File: config.mk
export PLATFORM = sky130hd
export DESIGN_NAME = sm4_cbc_cipher
export DESIGN_NICKNAME = d
export VERILOG_FILES = /design/src/sm4_pkg.sv /design/src/sm4_ctrl.sv /design/src/sm4_dp.sv /design/src/sm4_cbc_cipher.sv
export SDC_FILE = /design/constraint.sdc
export NUM_CORES = 2
export LEC_CHECK = 0
export BUFFER_PORTS_ARGS = -buffer_cell sky130_fd_sc_hd__buf_2
export CAP_MARGIN = 20
export CORE_ASPECT_RATIO = 1.5
export CORE_MARGIN = 10
export CORE_UTILIZATION = 48
export DETAILED_ROUTE_END_ITERATION = 10
export PLACE_DENSITY = 0.63
export SLEW_MARGIN = 20
export SYNTH_ARGS = -nofsm -noshare
export SYNTH_HDL_FRONTEND = slang
export SYNTH_SLANG_ARGS = --single-unit
File: constraint.sdc
create_clock -name clk -period 7.96 [get_ports clk]
set_clock_uncertainty 0.2 [all_clocks]
set_input_delay 1.592 -clock clk [delete_from_list [all_inputs] [get_ports clk]]
set_output_delay 1.592 -clock clk [all_outputs]
set_load 0.005 [all_outputs]
File: src/sm4_pkg.sv
`default_nettype none

package sm4_pkg;

	localparam int BLK_W   = 128;
	localparam int HALF_W  = 64;
	localparam int WORD_W  = 32;
	localparam int ROUNDS  = 32;
	localparam int RND_W   = $clog2(ROUNDS);
	localparam int CFG_IDX_W = 3;

	typedef enum logic [CFG_IDX_W-1:0] {
		CFG_KEY_HI = 3'd0,
		CFG_KEY_LO = 3'd1,
		CFG_IV_HI  = 3'd2,
		CFG_IV_LO  = 3'd3,
		CFG_MODE   = 3'd4
	} cfg_idx_t;

	typedef struct packed {
		logic             capture;
		logic             key_load;
		logic             key_round;
		logic             blk_load;
		logic             blk_round;
		logic             finish;
		logic [RND_W-1:0] rnd;
	} sm4_cmd_t;

	typedef struct packed {
		logic key_write;
	} sm4_stat_t;

	localparam logic [WORD_W-1:0] FK0 = 32'hA3B1BAC6;
	localparam logic [WORD_W-1:0] FK1 = 32'h56AA3350;
	localparam logic [WORD_W-1:0] FK2 = 32'h677D9197;
	localparam logic [WORD_W-1:0] FK3 = 32'hB27022DC;

	localparam logic [7:0] SBOX [256] = '{
		8'hD6,8'h90,8'hE9,8'hFE,8'hCC,8'hE1,8'h3D,8'hB7,8'h16,8'hB6,8'h14,8'hC2,8'h28,8'hFB,8'h2C,8'h05,
		8'h2B,8'h67,8'h9A,8'h76,8'h2A,8'hBE,8'h04,8'hC3,8'hAA,8'h44,8'h13,8'h26,8'h49,8'h86,8'h06,8'h99,
		8'h9C,8'h42,8'h50,8'hF4,8'h91,8'hEF,8'h98,8'h7A,8'h33,8'h54,8'h0B,8'h43,8'hED,8'hCF,8'hAC,8'h62,
		8'hE4,8'hB3,8'h1C,8'hA9,8'hC9,8'h08,8'hE8,8'h95,8'h80,8'hDF,8'h94,8'hFA,8'h75,8'h8F,8'h3F,8'hA6,
		8'h47,8'h07,8'hA7,8'hFC,8'hF3,8'h73,8'h17,8'hBA,8'h83,8'h59,8'h3C,8'h19,8'hE6,8'h85,8'h4F,8'hA8,
		8'h68,8'h6B,8'h81,8'hB2,8'h71,8'h64,8'hDA,8'h8B,8'hF8,8'hEB,8'h0F,8'h4B,8'h70,8'h56,8'h9D,8'h35,
		8'h1E,8'h24,8'h0E,8'h5E,8'h63,8'h58,8'hD1,8'hA2,8'h25,8'h22,8'h7C,8'h3B,8'h01,8'h21,8'h78,8'h87,
		8'hD4,8'h00,8'h46,8'h57,8'h9F,8'hD3,8'h27,8'h52,8'h4C,8'h36,8'h02,8'hE7,8'hA0,8'hC4,8'hC8,8'h9E,
		8'hEA,8'hBF,8'h8A,8'hD2,8'h40,8'hC7,8'h38,8'hB5,8'hA3,8'hF7,8'hF2,8'hCE,8'hF9,8'h61,8'h15,8'hA1,
		8'hE0,8'hAE,8'h5D,8'hA4,8'h9B,8'h34,8'h1A,8'h55,8'hAD,8'h93,8'h32,8'h30,8'hF5,8'h8C,8'hB1,8'hE3,
		8'h1D,8'hF6,8'hE2,8'h2E,8'h82,8'h66,8'hCA,8'h60,8'hC0,8'h29,8'h23,8'hAB,8'h0D,8'h53,8'h4E,8'h6F,
		8'hD5,8'hDB,8'h37,8'h45,8'hDE,8'hFD,8'h8E,8'h2F,8'h03,8'hFF,8'h6A,8'h72,8'h6D,8'h6C,8'h5B,8'h51,
		8'h8D,8'h1B,8'hAF,8'h92,8'hBB,8'hDD,8'hBC,8'h7F,8'h11,8'hD9,8'h5C,8'h41,8'h1F,8'h10,8'h5A,8'hD8,
		8'h0A,8'hC1,8'h31,8'h88,8'hA5,8'hCD,8'h7B,8'hBD,8'h2D,8'h74,8'hD0,8'h12,8'hB8,8'hE5,8'hB4,8'hB0,
		8'h89,8'h69,8'h97,8'h4A,8'h0C,8'h96,8'h77,8'h7E,8'h65,8'hB9,8'hF1,8'h09,8'hC5,8'h6E,8'hC6,8'h84,
		8'h18,8'hF0,8'h7D,8'hEC,8'h3A,8'hDC,8'h4D,8'h20,8'h79,8'hEE,8'h5F,8'h3E,8'hD7,8'hCB,8'h39,8'h48
	};

	function automatic logic [WORD_W-1:0] subst(input logic [WORD_W-1:0] x);
		return {SBOX[x[31:24]], SBOX[x[23:16]], SBOX[x[15:8]], SBOX[x[7:0]]};
	endfunction

	function automatic logic [WORD_W-1:0] lin_data(input logic [WORD_W-1:0] b);
		return b ^ {b[29:0], b[31:30]} ^ {b[21:0], b[31:22]} ^
			{b[13:0], b[31:14]} ^ {b[7:0], b[31:8]};
	endfunction

	function automatic logic [WORD_W-1:0] lin_key(input logic [WORD_W-1:0] b);
		return b ^ {b[18:0], b[31:19]} ^ {b[8:0], b[31:9]};
	endfunction

	// Byte j of CK word i is (4i + j) * 7 modulo 256.
	function automatic logic [WORD_W-1:0] ck_word(input logic [RND_W-1:0] i);
		logic [WORD_W-1:0] w;
		logic [7:0]        base;
		w    = '0;
		base = {1'b0, i, 2'b00};
		for (int j = 0; j < 4; j++) begin
			w = {w[23:0], 8'((base + 8'(j)) * 8'd7)};
		end
		return w;
	endfunction

endpackage

`default_nettype wire

File: src/sm4_ctrl.sv
`default_nettype none

module sm4_ctrl (
	input  wire logic               clk,
	input  wire logic               arst_n,
	input  wire logic               in_valid,
	output logic                    in_ready,
	output logic                    out_valid,
	input  wire logic               out_ready,
	input  wire sm4_pkg::sm4_stat_t stat,
	output sm4_pkg::sm4_cmd_t       cmd
);
	import sm4_pkg::*;

	typedef enum logic [2:0] {
		ST_IDLE,
		ST_KEY_LOAD,
		ST_KEY_RUN,
		ST_BLK_LOAD,
		ST_BLK_RUN,
		ST_FINISH
	} state_t;

	state_t           state_q;
	logic [RND_W-1:0] rnd_q;
	logic             stale_q;
	logic             out_valid_q;
	logic             slot_free;
	logic             last_rnd;

	assign slot_free = !out_valid_q || out_ready;
	assign last_rnd  = (rnd_q == RND_W'(ROUNDS - 1));
	assign in_ready  = (state_q == ST_IDLE);
	assign out_valid = out_valid_q;

	always_comb begin
		cmd           = '0;
		cmd.rnd       = rnd_q;
		cmd.capture   = (state_q == ST_IDLE) && in_valid;
		cmd.key_load  = (state_q == ST_KEY_LOAD);
		cmd.key_round = (state_q == ST_KEY_RUN);
		cmd.blk_load  = (state_q == ST_BLK_LOAD);
		cmd.blk_round = (state_q == ST_BLK_RUN);
		cmd.finish    = (state_q == ST_FINISH) && slot_free;
	end

	always_ff @(posedge clk or negedge arst_n) begin
		if (!arst_n) begin
			state_q     <= ST_IDLE;
			rnd_q       <= '0;
			stale_q     <= 1'b1;
			out_valid_q <= 1'b0;
		end else begin
			if (stat.key_write) begin
				stale_q <= 1'b1;
			end else if (state_q == ST_KEY_LOAD) begin
				stale_q <= 1'b0;
			end

			if (cmd.finish) begin
				out_valid_q <= 1'b1;
			end else if (out_ready) begin
				out_valid_q <= 1'b0;
			end

			unique case (state_q)
				ST_IDLE: begin
					if (in_valid) begin
						state_q <= stale_q ? ST_KEY_LOAD : ST_BLK_LOAD;
					end
				end
				ST_KEY_LOAD: begin
					rnd_q   <= '0;
					state_q <= ST_KEY_RUN;
				end
				ST_KEY_RUN: begin
					rnd_q <= rnd_q + 1'b1;
					if (last_rnd) begin
						state_q <= ST_BLK_LOAD;
					end
				end
				ST_BLK_LOAD: begin
					rnd_q   <= '0;
					state_q <= ST_BLK_RUN;
				end
				ST_BLK_RUN: begin
					rnd_q <= rnd_q + 1'b1;
					if (last_rnd) begin
						state_q <= ST_FINISH;
					end
				end
				ST_FINISH: begin
					if (slot_free) begin
						state_q <= ST_IDLE;
					end
				end
				default: begin
					state_q <= ST_IDLE;
				end
			endcase
		end
	end

endmodule

`default_nettype wire

File: src/sm4_dp.sv
`default_nettype none

module sm4_dp (
	input  wire logic                        clk,
	input  wire logic                        arst_n,
	input  wire logic                        cfg_we,
	input  wire logic [sm4_pkg::CFG_IDX_W-1:0] cfg_index,
	input  wire logic [sm4_pkg::HALF_W-1:0]  cfg_data,
	input  wire logic [sm4_pkg::BLK_W-1:0]   in_data,
	input  wire logic                        in_restart,
	input  wire logic                        in_last,
	input  wire sm4_pkg::sm4_cmd_t           cmd,
	output sm4_pkg::sm4_stat_t               stat,
	output logic [sm4_pkg::BLK_W-1:0]        out_data,
	output logic                             out_last
);
	import sm4_pkg::*;

	logic [HALF_W-1:0] key_hi_q, key_lo_q, iv_hi_q, iv_lo_q;
	logic              enc_q;

	logic [HALF_W-1:0] chain_hi_q, chain_lo_q;
	logic [HALF_W-1:0] din_hi_q, din_lo_q;
	logic              last_q;
	logic              dec_q;

	logic [WORD_W-1:0] x_q [4];
	logic [WORD_W-1:0] rk_q [ROUNDS];

	logic [BLK_W-1:0]  res_q;
	logic              res_last_q;

	logic [RND_W-1:0]  rk_addr;
	logic [WORD_W-1:0] rnd_const;
	logic [WORD_W-1:0] sbox_out;
	logic [WORD_W-1:0] lin_out;
	logic [WORD_W-1:0] nx;
	logic [HALF_W-1:0] blk_hi, blk_lo;
	logic [HALF_W-1:0] fin_hi, fin_lo;

	assign stat.key_write = cfg_we &&
		(cfg_idx_t'(cfg_index) == CFG_KEY_HI || cfg_idx_t'(cfg_index) == CFG_KEY_LO);

	always_ff @(posedge clk or negedge arst_n) begin
		if (!arst_n) begin
			key_hi_q <= '0;
			key_lo_q <= '0;
			iv_hi_q  <= '0;
			iv_lo_q  <= '0;
			enc_q    <= 1'b1;
		end else if (cfg_we) begin
			unique case (cfg_idx_t'(cfg_index))
				CFG_KEY_HI: key_hi_q <= cfg_data;
				CFG_KEY_LO: key_lo_q <= cfg_data;
				CFG_IV_HI:  iv_hi_q  <= cfg_data;
				CFG_IV_LO:  iv_lo_q  <= cfg_data;
				CFG_MODE:   enc_q    <= cfg_data[0];
				default: ;
			endcase
		end
	end

	// The shared round unit runs both the key schedule and the data rounds.
	assign rk_addr   = dec_q ? ~cmd.rnd : cmd.rnd;
	assign rnd_const = cmd.key_round ? ck_word(cmd.rnd) : rk_q[rk_addr];
	assign sbox_out  = subst(x_q[1] ^ x_q[2] ^ x_q[3] ^ rnd_const);
	assign lin_out   = cmd.key_round ? lin_key(sbox_out) : lin_data(sbox_out);
	assign nx        = x_q[0] ^ lin_out;

	assign blk_hi = dec_q ? din_hi_q : (din_hi_q ^ chain_hi_q);
	assign blk_lo = dec_q ? din_lo_q : (din_lo_q ^ chain_lo_q);
	assign fin_hi = {x_q[3], x_q[2]} ^ (dec_q ? chain_hi_q : HALF_W'(0));
	assign fin_lo = {x_q[1], x_q[0]} ^ (dec_q ? chain_lo_q : HALF_W'(0));

	always_ff @(posedge clk or negedge arst_n) begin
		if (!arst_n) begin
			chain_hi_q <= '0;
			chain_lo_q <= '0;
		end else if (cmd.capture && in_restart) begin
			chain_hi_q <= iv_hi_q;
			chain_lo_q <= iv_lo_q;
		end else if (cmd.finish) begin
			chain_hi_q <= dec_q ? din_hi_q : fin_hi;
			chain_lo_q <= dec_q ? din_lo_q : fin_lo;
		end
	end

	always_ff @(posedge clk) begin
		if (cmd.capture) begin
			din_hi_q <= in_data[HALF_W-1:0];
			din_lo_q <= in_data[BLK_W-1:HALF_W];
			last_q   <= in_last;
			dec_q    <= !enc_q;
		end
		if (cmd.key_load) begin
			x_q[0] <= key_hi_q[63:32] ^ FK0;
			x_q[1] <= key_hi_q[31:0] ^ FK1;
			x_q[2] <= key_lo_q[63:32] ^ FK2;
			x_q[3] <= key_lo_q[31:0] ^ FK3;
		end else if (cmd.blk_load) begin
			x_q[0] <= blk_hi[63:32];
			x_q[1] <= blk_hi[31:0];
			x_q[2] <= blk_lo[63:32];
			x_q[3] <= blk_lo[31:0];
		end else if (cmd.key_round || cmd.blk_round) begin
			x_q[0] <= x_q[1];
			x_q[1] <= x_q[2];
			x_q[2] <= x_q[3];
			x_q[3] <= nx;
		end
		if (cmd.key_round) begin
			rk_q[cmd.rnd] <= nx;
		end
		if (cmd.finish) begin
			res_q      <= {fin_lo, fin_hi};
			res_last_q <= last_q;
		end
	end

	assign out_data = res_q;
	assign out_last = res_last_q;

endmodule

`default_nettype wire

File: src/sm4_cbc_cipher.sv
`default_nettype none

// Channel   Direction  Transaction
// s_axis    in         one 128-bit block, restart flag in tuser, message end in tlast
// m_axis    out        one 128-bit result block, message end in tlast
// cfg       in         register write, no handshake, one register per cycle
//
// A block goes from acceptance to its result register through a load step,
// 32 rounds of the shared round unit and a finish step that completes the chaining.
// The first block after reset or a key write first runs key expansion: a key load and 32 schedule rounds.
// A finished result waits in the output register while the next block is taken;
// that block then holds in its finish cycle until the waiting result is accepted.
// Reset clears control, configuration and the chaining value; round keys need none.
module sm4_cbc_cipher (
	input  wire logic                          clk,
	input  wire logic                          arst_n,
	input  wire logic                          s_axis_tvalid,
	output logic                               s_axis_tready,
	input  wire logic [sm4_pkg::BLK_W-1:0]     s_axis_tdata,  // data_low, data_high
	input  wire logic                          s_axis_tuser,  // restart_chain
	input  wire logic                          s_axis_tlast,
	output logic                               m_axis_tvalid,
	input  wire logic                          m_axis_tready,
	output logic [sm4_pkg::BLK_W-1:0]          m_axis_tdata,  // result_low, result_high
	output logic                               m_axis_tlast,
	input  wire logic                          cfg_we,
	input  wire logic [sm4_pkg::CFG_IDX_W-1:0] cfg_index,
	input  wire logic [sm4_pkg::HALF_W-1:0]    cfg_data
);
	import sm4_pkg::*;

	sm4_cmd_t  cmd;
	sm4_stat_t stat;

	sm4_ctrl u_ctrl (
		.clk       (clk),
		.arst_n    (arst_n),
		.in_valid  (s_axis_tvalid),
		.in_ready  (s_axis_tready),
		.out_valid (m_axis_tvalid),
		.out_ready (m_axis_tready),
		.stat      (stat),
		.cmd       (cmd)
	);

	sm4_dp u_dp (
		.clk        (clk),
		.arst_n     (arst_n),
		.cfg_we     (cfg_we),
		.cfg_index  (cfg_index),
		.cfg_data   (cfg_data),
		.in_data    (s_axis_tdata),
		.in_restart (s_axis_tuser),
		.in_last    (s_axis_tlast),
		.cmd        (cmd),
		.stat       (stat),
		.out_data   (m_axis_tdata),
		.out_last   (m_axis_tlast)
	);

	a_one_cmd: assert property (@(posedge clk) disable iff (!arst_n)
		$onehot0({cmd.capture, cmd.key_load, cmd.key_round,
			cmd.blk_load, cmd.blk_round, cmd.finish}))
		else $error("more than one datapath command at once");

	a_busy: assert property (@(posedge clk) disable iff (!arst_n)
		cmd.capture |=> !s_axis_tready)
		else $error("input taken while a block is in flight");

	a_slot: assert property (@(posedge clk) disable iff (!arst_n)
		cmd.finish |-> (!m_axis_tvalid || m_axis_tready))
		else $error("result register overwritten before it was taken");

	a_src: assert property (@(posedge clk) disable iff (!arst_n)
		$rose(m_axis_tvalid) |-> $past(cmd.finish))
		else $error("result shown without a finished block");

endmodule

`default_nettype wire
Yosys cells after proc, flatten, opt, wreduce, memory -nomap -nowiden
Memories as Yosys holds them, arrays and structs flattened.
Index checks and enable logic that the tools add are counted.

word-level totals
  word-level logic and storage cells = 154
  bits of input ports = 202
  bits in registers = 654
  memories kept = 6
  memory bits (writable) = 1152
  memory bits (read-only) = 8192

operators by class
  bitwise logic cells = 31
  $mul = 4
  eq/ne operators = 14
  $add $sub $neg = 4
  order comparisons = 4
  mux-type cells = 51
  reduce and logical (&&, ||, !) cells = 23

memories
  memory           words  width  rd ports  clocked after memory_dff  wr ports  RTL line       text
  (no name shown)  256    8      1         0                         0         sm4_pkg.sv:59  return {SBOX[x[31:24]], SBOX[x[23:16]], SBOX[x[15:8]], SBOX[x[7:0]]};
  (no name shown)  256    8      1         0                         0         sm4_pkg.sv:59
  (no name shown)  256    8      1         0                         0         sm4_pkg.sv:59
  (no name shown)  256    8      1         0                         0         sm4_pkg.sv:59
  u_dp.rk_q        32     32     1         0                         1         sm4_dp.sv:28   logic [WORD_W-1:0] rk_q [ROUNDS];
  u_dp.x_q         4      32     4         0                         4         sm4_dp.sv:27   logic [WORD_W-1:0] x_q [4];

operator list
  cell                 number
  $mux 64              10
  $mux 32              10
  $xor 32x32->32       10
  $xor 64x64->64       4
  $mux 8               8
  $ge 9x9->1 const B   4
  $not 8->9            4
  $not 14->14          2
  $mul 8x3->8 const B  3
  $not 19->19          1
  $pmux 3 s6           1
  $not 17->17          1
  $add 7x2->8 const B  2
  $mux 1               15
  $eq 3x2->1 const B   4
  $mux 3               4
  $pmux 5 s2           1
  $reduce_and 2->1     5
  $eq 3x3->1 const B   3
  $add 7x1->8 const B  1
  $or 1x1->1           8
  $reduce_bool 2->1    4
  $eq 3x1->1 const B   2
  $logic_not 3->1      2
  13 further kinds     22

Logic depth before layout (Yosys ltp)
An unclocked memory read counts as a cell.

  depth after elaboration = 16
  gate-level depth with buffers = 36
  gate-level depth less buffers = 22

Cells and area by module
From an unflattened synthesis, not the netlist that was laid out.

unflattened totals
  cells, all modules = 7957
  area, all modules = 98842.3 um^2

modules (own cells, without submodules)
  module    sequential area each (um^2)  cells an instance  times used  area an instance (um^2)
  sm4_dp    52006.1                      7880               1           98141.6
  sm4_ctrl  251.5                        77                 1           700.7

Least setup slack after synthesis
OpenSTA, ideal clock, no wires.

  path type = register to register
  start point = reg u_ctrl.rnd_q[1]
  end point = mem u_dp.rk_q[0][16] (data pin)
  arrival time = 7102 ps
  stages on the path, launching flop included = 29
  buffers on the path = 10
  clock period less this slack = 7689 ps
  library setup time = 387 ps
  path slack = 271 ps
  path through = dfrtp_1 > buf_4 > inv_1 > buf_2 > buf_1 > clkbuf_1 > buf_2 > clkbuf_1 > ha_1 > xor2_1 > nor2_1 > nor3_1 > or4b_1 > and4_1 > or2_1 > buf_2 > buf_4 > buf_2 > a21oi_1 > a2111oi_0 > a2111oi_0 > nor3_1 > nor4_2 > and2_1 > buf_2 > xnor3_1 > xnor2_1 > o21ai_1 > xnor2_1

between the ends
  cells in the longest elaborated chain, start to end = 15
  elaborated cells between the ends (all ways) = 36

RTL lines
  what                                                                 RTL line        text
  start, declared                                                      sm4_ctrl.sv:25  logic [RND_W-1:0] rnd_q;
  start signal, assigned                                               sm4_ctrl.sv:77  rnd_q <= rnd_q + 1'b1;
  start signal, assigned                                               sm4_ctrl.sv:87  rnd_q <= rnd_q + 1'b1;
  parallel branches: the longest is 3 deep, another holds $add 7x1->8  --
  $mux 32 (*)                                                          sm4_dp.sv:65    assign rnd_const = cmd.key_round ? ck_word(cmd.rnd) : rk_q[rk_addr];
  $xor 32x32->32 (*)                                                   sm4_dp.sv:66    assign sbox_out = subst(x_q[1] ^ x_q[2] ^ x_q[3] ^ rnd_const);
  $not 8->9 (not written as such)                                      sm4_pkg.sv:59
  $mem_v2 256x8                                                        --
  $mux 8 (not written as such) (2 in series)                           sm4_pkg.sv:59
  $xor 32x32->32 (3 in series)                                         sm4_pkg.sv:63   return b ^ {b[29:0], b[31:30]} ^ {b[21:0], b[31:22]} ^
  $xor 32x32->32                                                       sm4_pkg.sv:64   {b[13:0], b[31:14]} ^ {b[7:0], b[31:8]};
  $mux 32 (*)                                                          sm4_dp.sv:67    assign lin_out = cmd.key_round ? lin_key(sbox_out) : lin_data(sbox_out);
  $xor 32x32->32 (*)                                                   sm4_dp.sv:68    assign nx = x_q[0] ^ lin_out;
  via u_dp.nx[16]                                                      sm4_dp.sv:37    logic [WORD_W-1:0] nx;
  end, declared                                                        sm4_dp.sv:28

Mark *: on every way through the listed nets, which the timed path passes. The select of a mux whose other input is x is not followed.

Worst setup path after layout
  start point = reg u_dp.dec_q
  end point = mem u_dp.rk_q[14][3] (data pin)

between the ends
  cells in the longest elaborated chain, start to end = 14
  elaborated cells between the ends (all ways) = 28

RTL lines
  what                                        RTL line       text
  start, declared                             sm4_dp.sv:25   logic dec_q;
  start signal, assigned                      sm4_dp.sv:93   dec_q <= !enc_q;
  $mux 5 (*)                                  sm4_dp.sv:64   assign rk_addr = dec_q ? ~cmd.rnd : cmd.rnd;
  $mem_v2 32x32 (*)                           --
  $mux 32 (*)                                 sm4_dp.sv:65
  $xor 32x32->32 (*)                          sm4_dp.sv:66
  $not 8->9 (not written as such)             sm4_pkg.sv:59
  $mem_v2 256x8                               --
  $mux 8 (not written as such) (2 in series)  sm4_pkg.sv:59
  $xor 32x32->32 (3 in series)                sm4_pkg.sv:63
  $xor 32x32->32                              sm4_pkg.sv:64
  $mux 32 (*)                                 sm4_dp.sv:67
  $xor 32x32->32 (*)                          sm4_dp.sv:68
  via u_dp.nx[3]                              sm4_dp.sv:37

Mark *: on every way through the listed nets, which the timed path passes. The rest lies on a longest branch. The select of a mux whose other input is x is not followed.

==> impl_metrics.tcl <==
set metrics [dict create \
    status "complete, but fails checks" \
    failed_checks "negative setup slack" \
    vias 80700 \
    hold_buffers 0 \
    wire_per_inst_um 37.3 \
    routed_wl_mm 440 \
    gp_congestion 1.04 \
    syn_inst 8284 \
    die_h_um 579 \
    fillers 17200 \
    path_class "reg -> reg" \
    first_global_vias 79800 \
    ys.flop_type "edfxtp_1" \
    clockBufferDepth 4 \
    critical_path_required_ns 8.43 \
    ant_nets 0 \
    slew_viol_final 0 \
    ys_seq_elements 1806 \
    grtUsageMet1 0.432 \
    critPathCaptureType "flop" \
    cts.sinks 1806 \
    remaining_drc_errors 0 \
    coreArea_mm2 0.208 \
    syn-num-nets 8550 \
    dpl-instance-area_mm2 0.110 \
    cp_data_arrival_time_ns 8.43 \
    max_freq_mhz 126 \
    grt_max_degree 111 \
    dieArea_mm2 0.227 \
    seq_area_frac_synth 0.523 \
    cts_buffers 175 \
    fin_area_mm2 0.116 \
    worst_slew_pin_slew_ns 1.19 \
    r2r-end "u_dp.rk_q[14][3]" \
    syn_to_final_growth_pct 15.7 \
    maxCapViolations 0 \
    setup.worst_path.start "u_dp.dec_q" \
    die_w_um 393 \
    synth.distinct_cells 127 \
    grt-busiest-layer "met2" \
    cts_htree_levels 4 \
    grt_pass1_wl_mm 613 \
    hold_viol_final 0 \
    r2r_start "u_dp.dec_q" \
    path_max_fanout 38 \
    cp_slowest_stage_delay_ns 0.61 \
    synthArstFlopShare 0.219 \
    reg2reg_slack_ns -0.0005 \
    netlist_area_mm2 0.100 \
    nNetsFinal 9211 \
    met2_usage 0.629 \
    drt_first_pass_iters 8 \
    dp_hpwl_mm 310 \
    grtUsageMet3 0.0668 \
    synth_edf_count 1411 \
    crit_path_end "u_dp.rk_q[14][3]" \
    routed_via_density 6.85 \
    rr_worst_depth 23 \
    min_period_ns 7.96 \
    slew_headroom 0.208 \
    clk_latency_ns 0.86 \
    cts_root_buf "clkbuf_16" \
    fin_ws_ns -0.000461 \
    numPortBuffers 332 \
    critPathLaunchType "flop" \
    multi_input_area_mm2 0.0446 \
    io-pin-count 333 \
    crit_buf_inv 6 \
    finalCritPeriodShare 1.00 \
    slowest_stage "xor2_1" \
    avgSynthCellArea_um2 12.1 \
    cts_tree "yes" \
    start_util 0.482 \
    fp-row-count 205 \
    setup_violations 2 \
    drive_gt1_frac 0.233 \
    drt_iter0_markers 9114 \
    worstSetupPathDepth 23 \
    path_clk_slew_ns 0.07 \
    grt_overflow 0 \
    grt_usage 0.377 \
    path_cells "buf_12 > xnor2_4 > nor2_1 > buf_4 > nand2_1 > a21oi_1 > nor4_4 > buf_4 > xor2_2 > inv_1 > ha_1 > nand2_1 > nor2_1 > o311ai_1 > nor3_1 > o311ai_4 > xor2_2 > xor2_1 > xnor2_1 > a21oi_1 > buf_4 > xor2_2 > buf_12" \
    hold_class "reg -> reg" \
    yosys_warnings 0 \
    seqCellArea_mm2 0.0523 \
    grt_setup_unrepaired "no" \
    crit_family "XOR/XNOR gates" \
    antenna_found_initial 29 \
]
==> area by class of cell <==
type / count / share of cell area
Sequential cell: 1806 / 0.452
Multi-Input combinational cell: 5729 / 0.386
Timing Repair Buffer: 1169 / 0.0815
Clock buffer: 213 / 0.0395
Tap cell: 2691 / 0.0291
Clock inverter: 99 / 0.00952
Inverter: 64 / 0.00215
Antenna cell: 7 / 0.000151
==> timing repair <==
item / in CTS / in global routing
setup buffers: 0 / 4
resized for setup: 6 / 16
endpoints found under the hold margin: 0 / 0
pin swaps: 0 / 1
setup endpoints to repair: 585 / 456
cloned: 0 / 0
==> stage by stage <==
| step | std cells | worst slack (ns) | setup TNS [ns] | util | hold slack, ns |
|---|---|---|---|---|---|
| final | 11800 | -0.000461 | -0.000593 | 0.557 | 0.231 |
| after global placement | 11500 | -0.731 | -129.76 | 0.529 | 0.218 |
| after floorplan | 8284 | 0.271 | 0 | - | 0.200 |
| after global routing | 11800 | 0.0266 | 0 | 0.557 | 0.251 |
| after detailed placement | 11500 | -0.694 | -116.01 | 0.529 | 0.207 |
| after CTS | 11800 | 0.0977 | 0 | 0.556 | 0.227 |
==> metal layers <==
layer / wire (µm) / part of all wire
met5: 194 / 0.00044
met4: 40500 / 0.092
met3: 35300 / 0.080
met2: 212000 / 0.48
met1: 152000 / 0.35
==> cells in the final DEF, fill, tap and decap left out, types with 43 or more instances in the layout <==
master / instances
xnor2_1: 355
mux2i_1: 739
edfxtp_1: 1411
a211oi_1: 109
nor3_1: 126
o21ai_0: 511
xor2_1: 68
a221oi_1: 47
nor2b_1: 97
a221o_1: 175
buf_12: 116
buf_4: 717
buf_2: 331
nor2_1: 501
nand2_1: 549
a22oi_1: 89
a21oi_1: 435
o211ai_1: 92
a21o_1: 43
a31oi_1: 56
mux4_2: 171
ha_1: 56
mux2_2: 280
dfrtp_1: 389
inv_1: 44
nand2b_1: 64
o22ai_1: 143
nand3_1: 140
clkbuf_16: 175
==> kinds of logic after synthesis <==
| group | synth area share |
|---|---|
| AOI/OAI and AO/OA | 0.150 |
| DFF | 0.523 |
| and+or+nand+nor | 0.0822 |
| muxes | 0.145 |
| buffers and inverters | 0.0401 |
| xor gates and xnor gates | 0.0508 |
| adders and majority gates | 0.00882 |
==> registers in the layout, summed over array words and instances, names as in the netlist <==
| name | cells |
|---|---|
| u_dp.enc_q | 1 |
| u_ctrl.rnd_q | 5 |
| u_ctrl.state_q | 3 |
| u_ctrl.out_valid | 1 |
| u_dp.chain_hi_q | 64 |
| u_dp.x_q | 128 |
| u_dp.din_lo_q | 64 |
| u_dp.key_hi_q | 64 |
| u_dp.rk_q | 1024 |
| u_dp.iv_lo_q | 64 |
| u_dp.din_hi_q | 64 |
| u_dp.out_last | 1 |
| u_dp.last_q | 1 |
| u_dp.iv_hi_q | 64 |
| u_ctrl.stale_q | 1 |
| u_dp.chain_lo_q | 64 |
| u_dp.dec_q | 1 |
| u_dp.out_data | 128 |
| u_dp.key_lo_q | 64 |
==> synthesized netlist by cell type, types with 37 or more instances <==
| master | instances | area share |
|---|---|---|
| a211oi_1 | 109 | 0.0082 |
| a21o_1 | 43 | 0.0032 |
| a21oi_1 | 437 | 0.022 |
| a221o_1 | 175 | 0.018 |
| a221oi_1 | 47 | 0.0041 |
| a22oi_1 | 89 | 0.0067 |
| a31oi_1 | 57 | 0.0036 |
| buf_1 | 56 | 0.0021 |
| buf_2 | 166 | 0.0083 |
| buf_4 | 66 | 0.0050 |
| buf_6 | 61 | 0.0069 |
| clkbuf_1 | 316 | 0.012 |
| dfrtp_1 | 393 | 0.098 |
| edfxtp_1 | 1411 | 0.42 |
| ha_1 | 56 | 0.0070 |
| inv_1 | 49 | 0.0018 |
| mux2_2 | 280 | 0.032 |
| mux2i_1 | 740 | 0.074 |
| mux4_2 | 171 | 0.039 |
| nand2_1 | 551 | 0.021 |
| nand2b_1 | 67 | 0.0042 |
| nand3_1 | 141 | 0.0071 |
| nor2_1 | 544 | 0.020 |
| nor2b_1 | 102 | 0.0064 |
| nor3_1 | 129 | 0.0065 |
| o211ai_1 | 92 | 0.0069 |
| o21ai_0 | 513 | 0.026 |
| o221ai_1 | 37 | 0.0032 |
| o22ai_1 | 143 | 0.0089 |
| xnor2_1 | 385 | 0.034 |
| xor2_1 | 81 | 0.0071 |
==> worst min path at each step <==
stage / depth (start not counted) / endpoint / startpoint / slack [ns]
finish: 0 / u_dp.out_last / u_dp.last_q / 0.23
detailed placement: 0 / u_dp.out_last / u_dp.last_q / 0.21
CTS: 0 / u_dp.out_last / u_dp.last_q / 0.23
global route: 0 / u_dp.out_last / u_dp.last_q / 0.25
floorplan: 0 / u_dp.out_last / u_dp.last_q / 0.20
global placement: 0 / u_dp.out_last / u_dp.last_q / 0.22
Power is not shown: default switching activity piles up to over one toggle a cycle in this logic, so the estimate is an artifact.
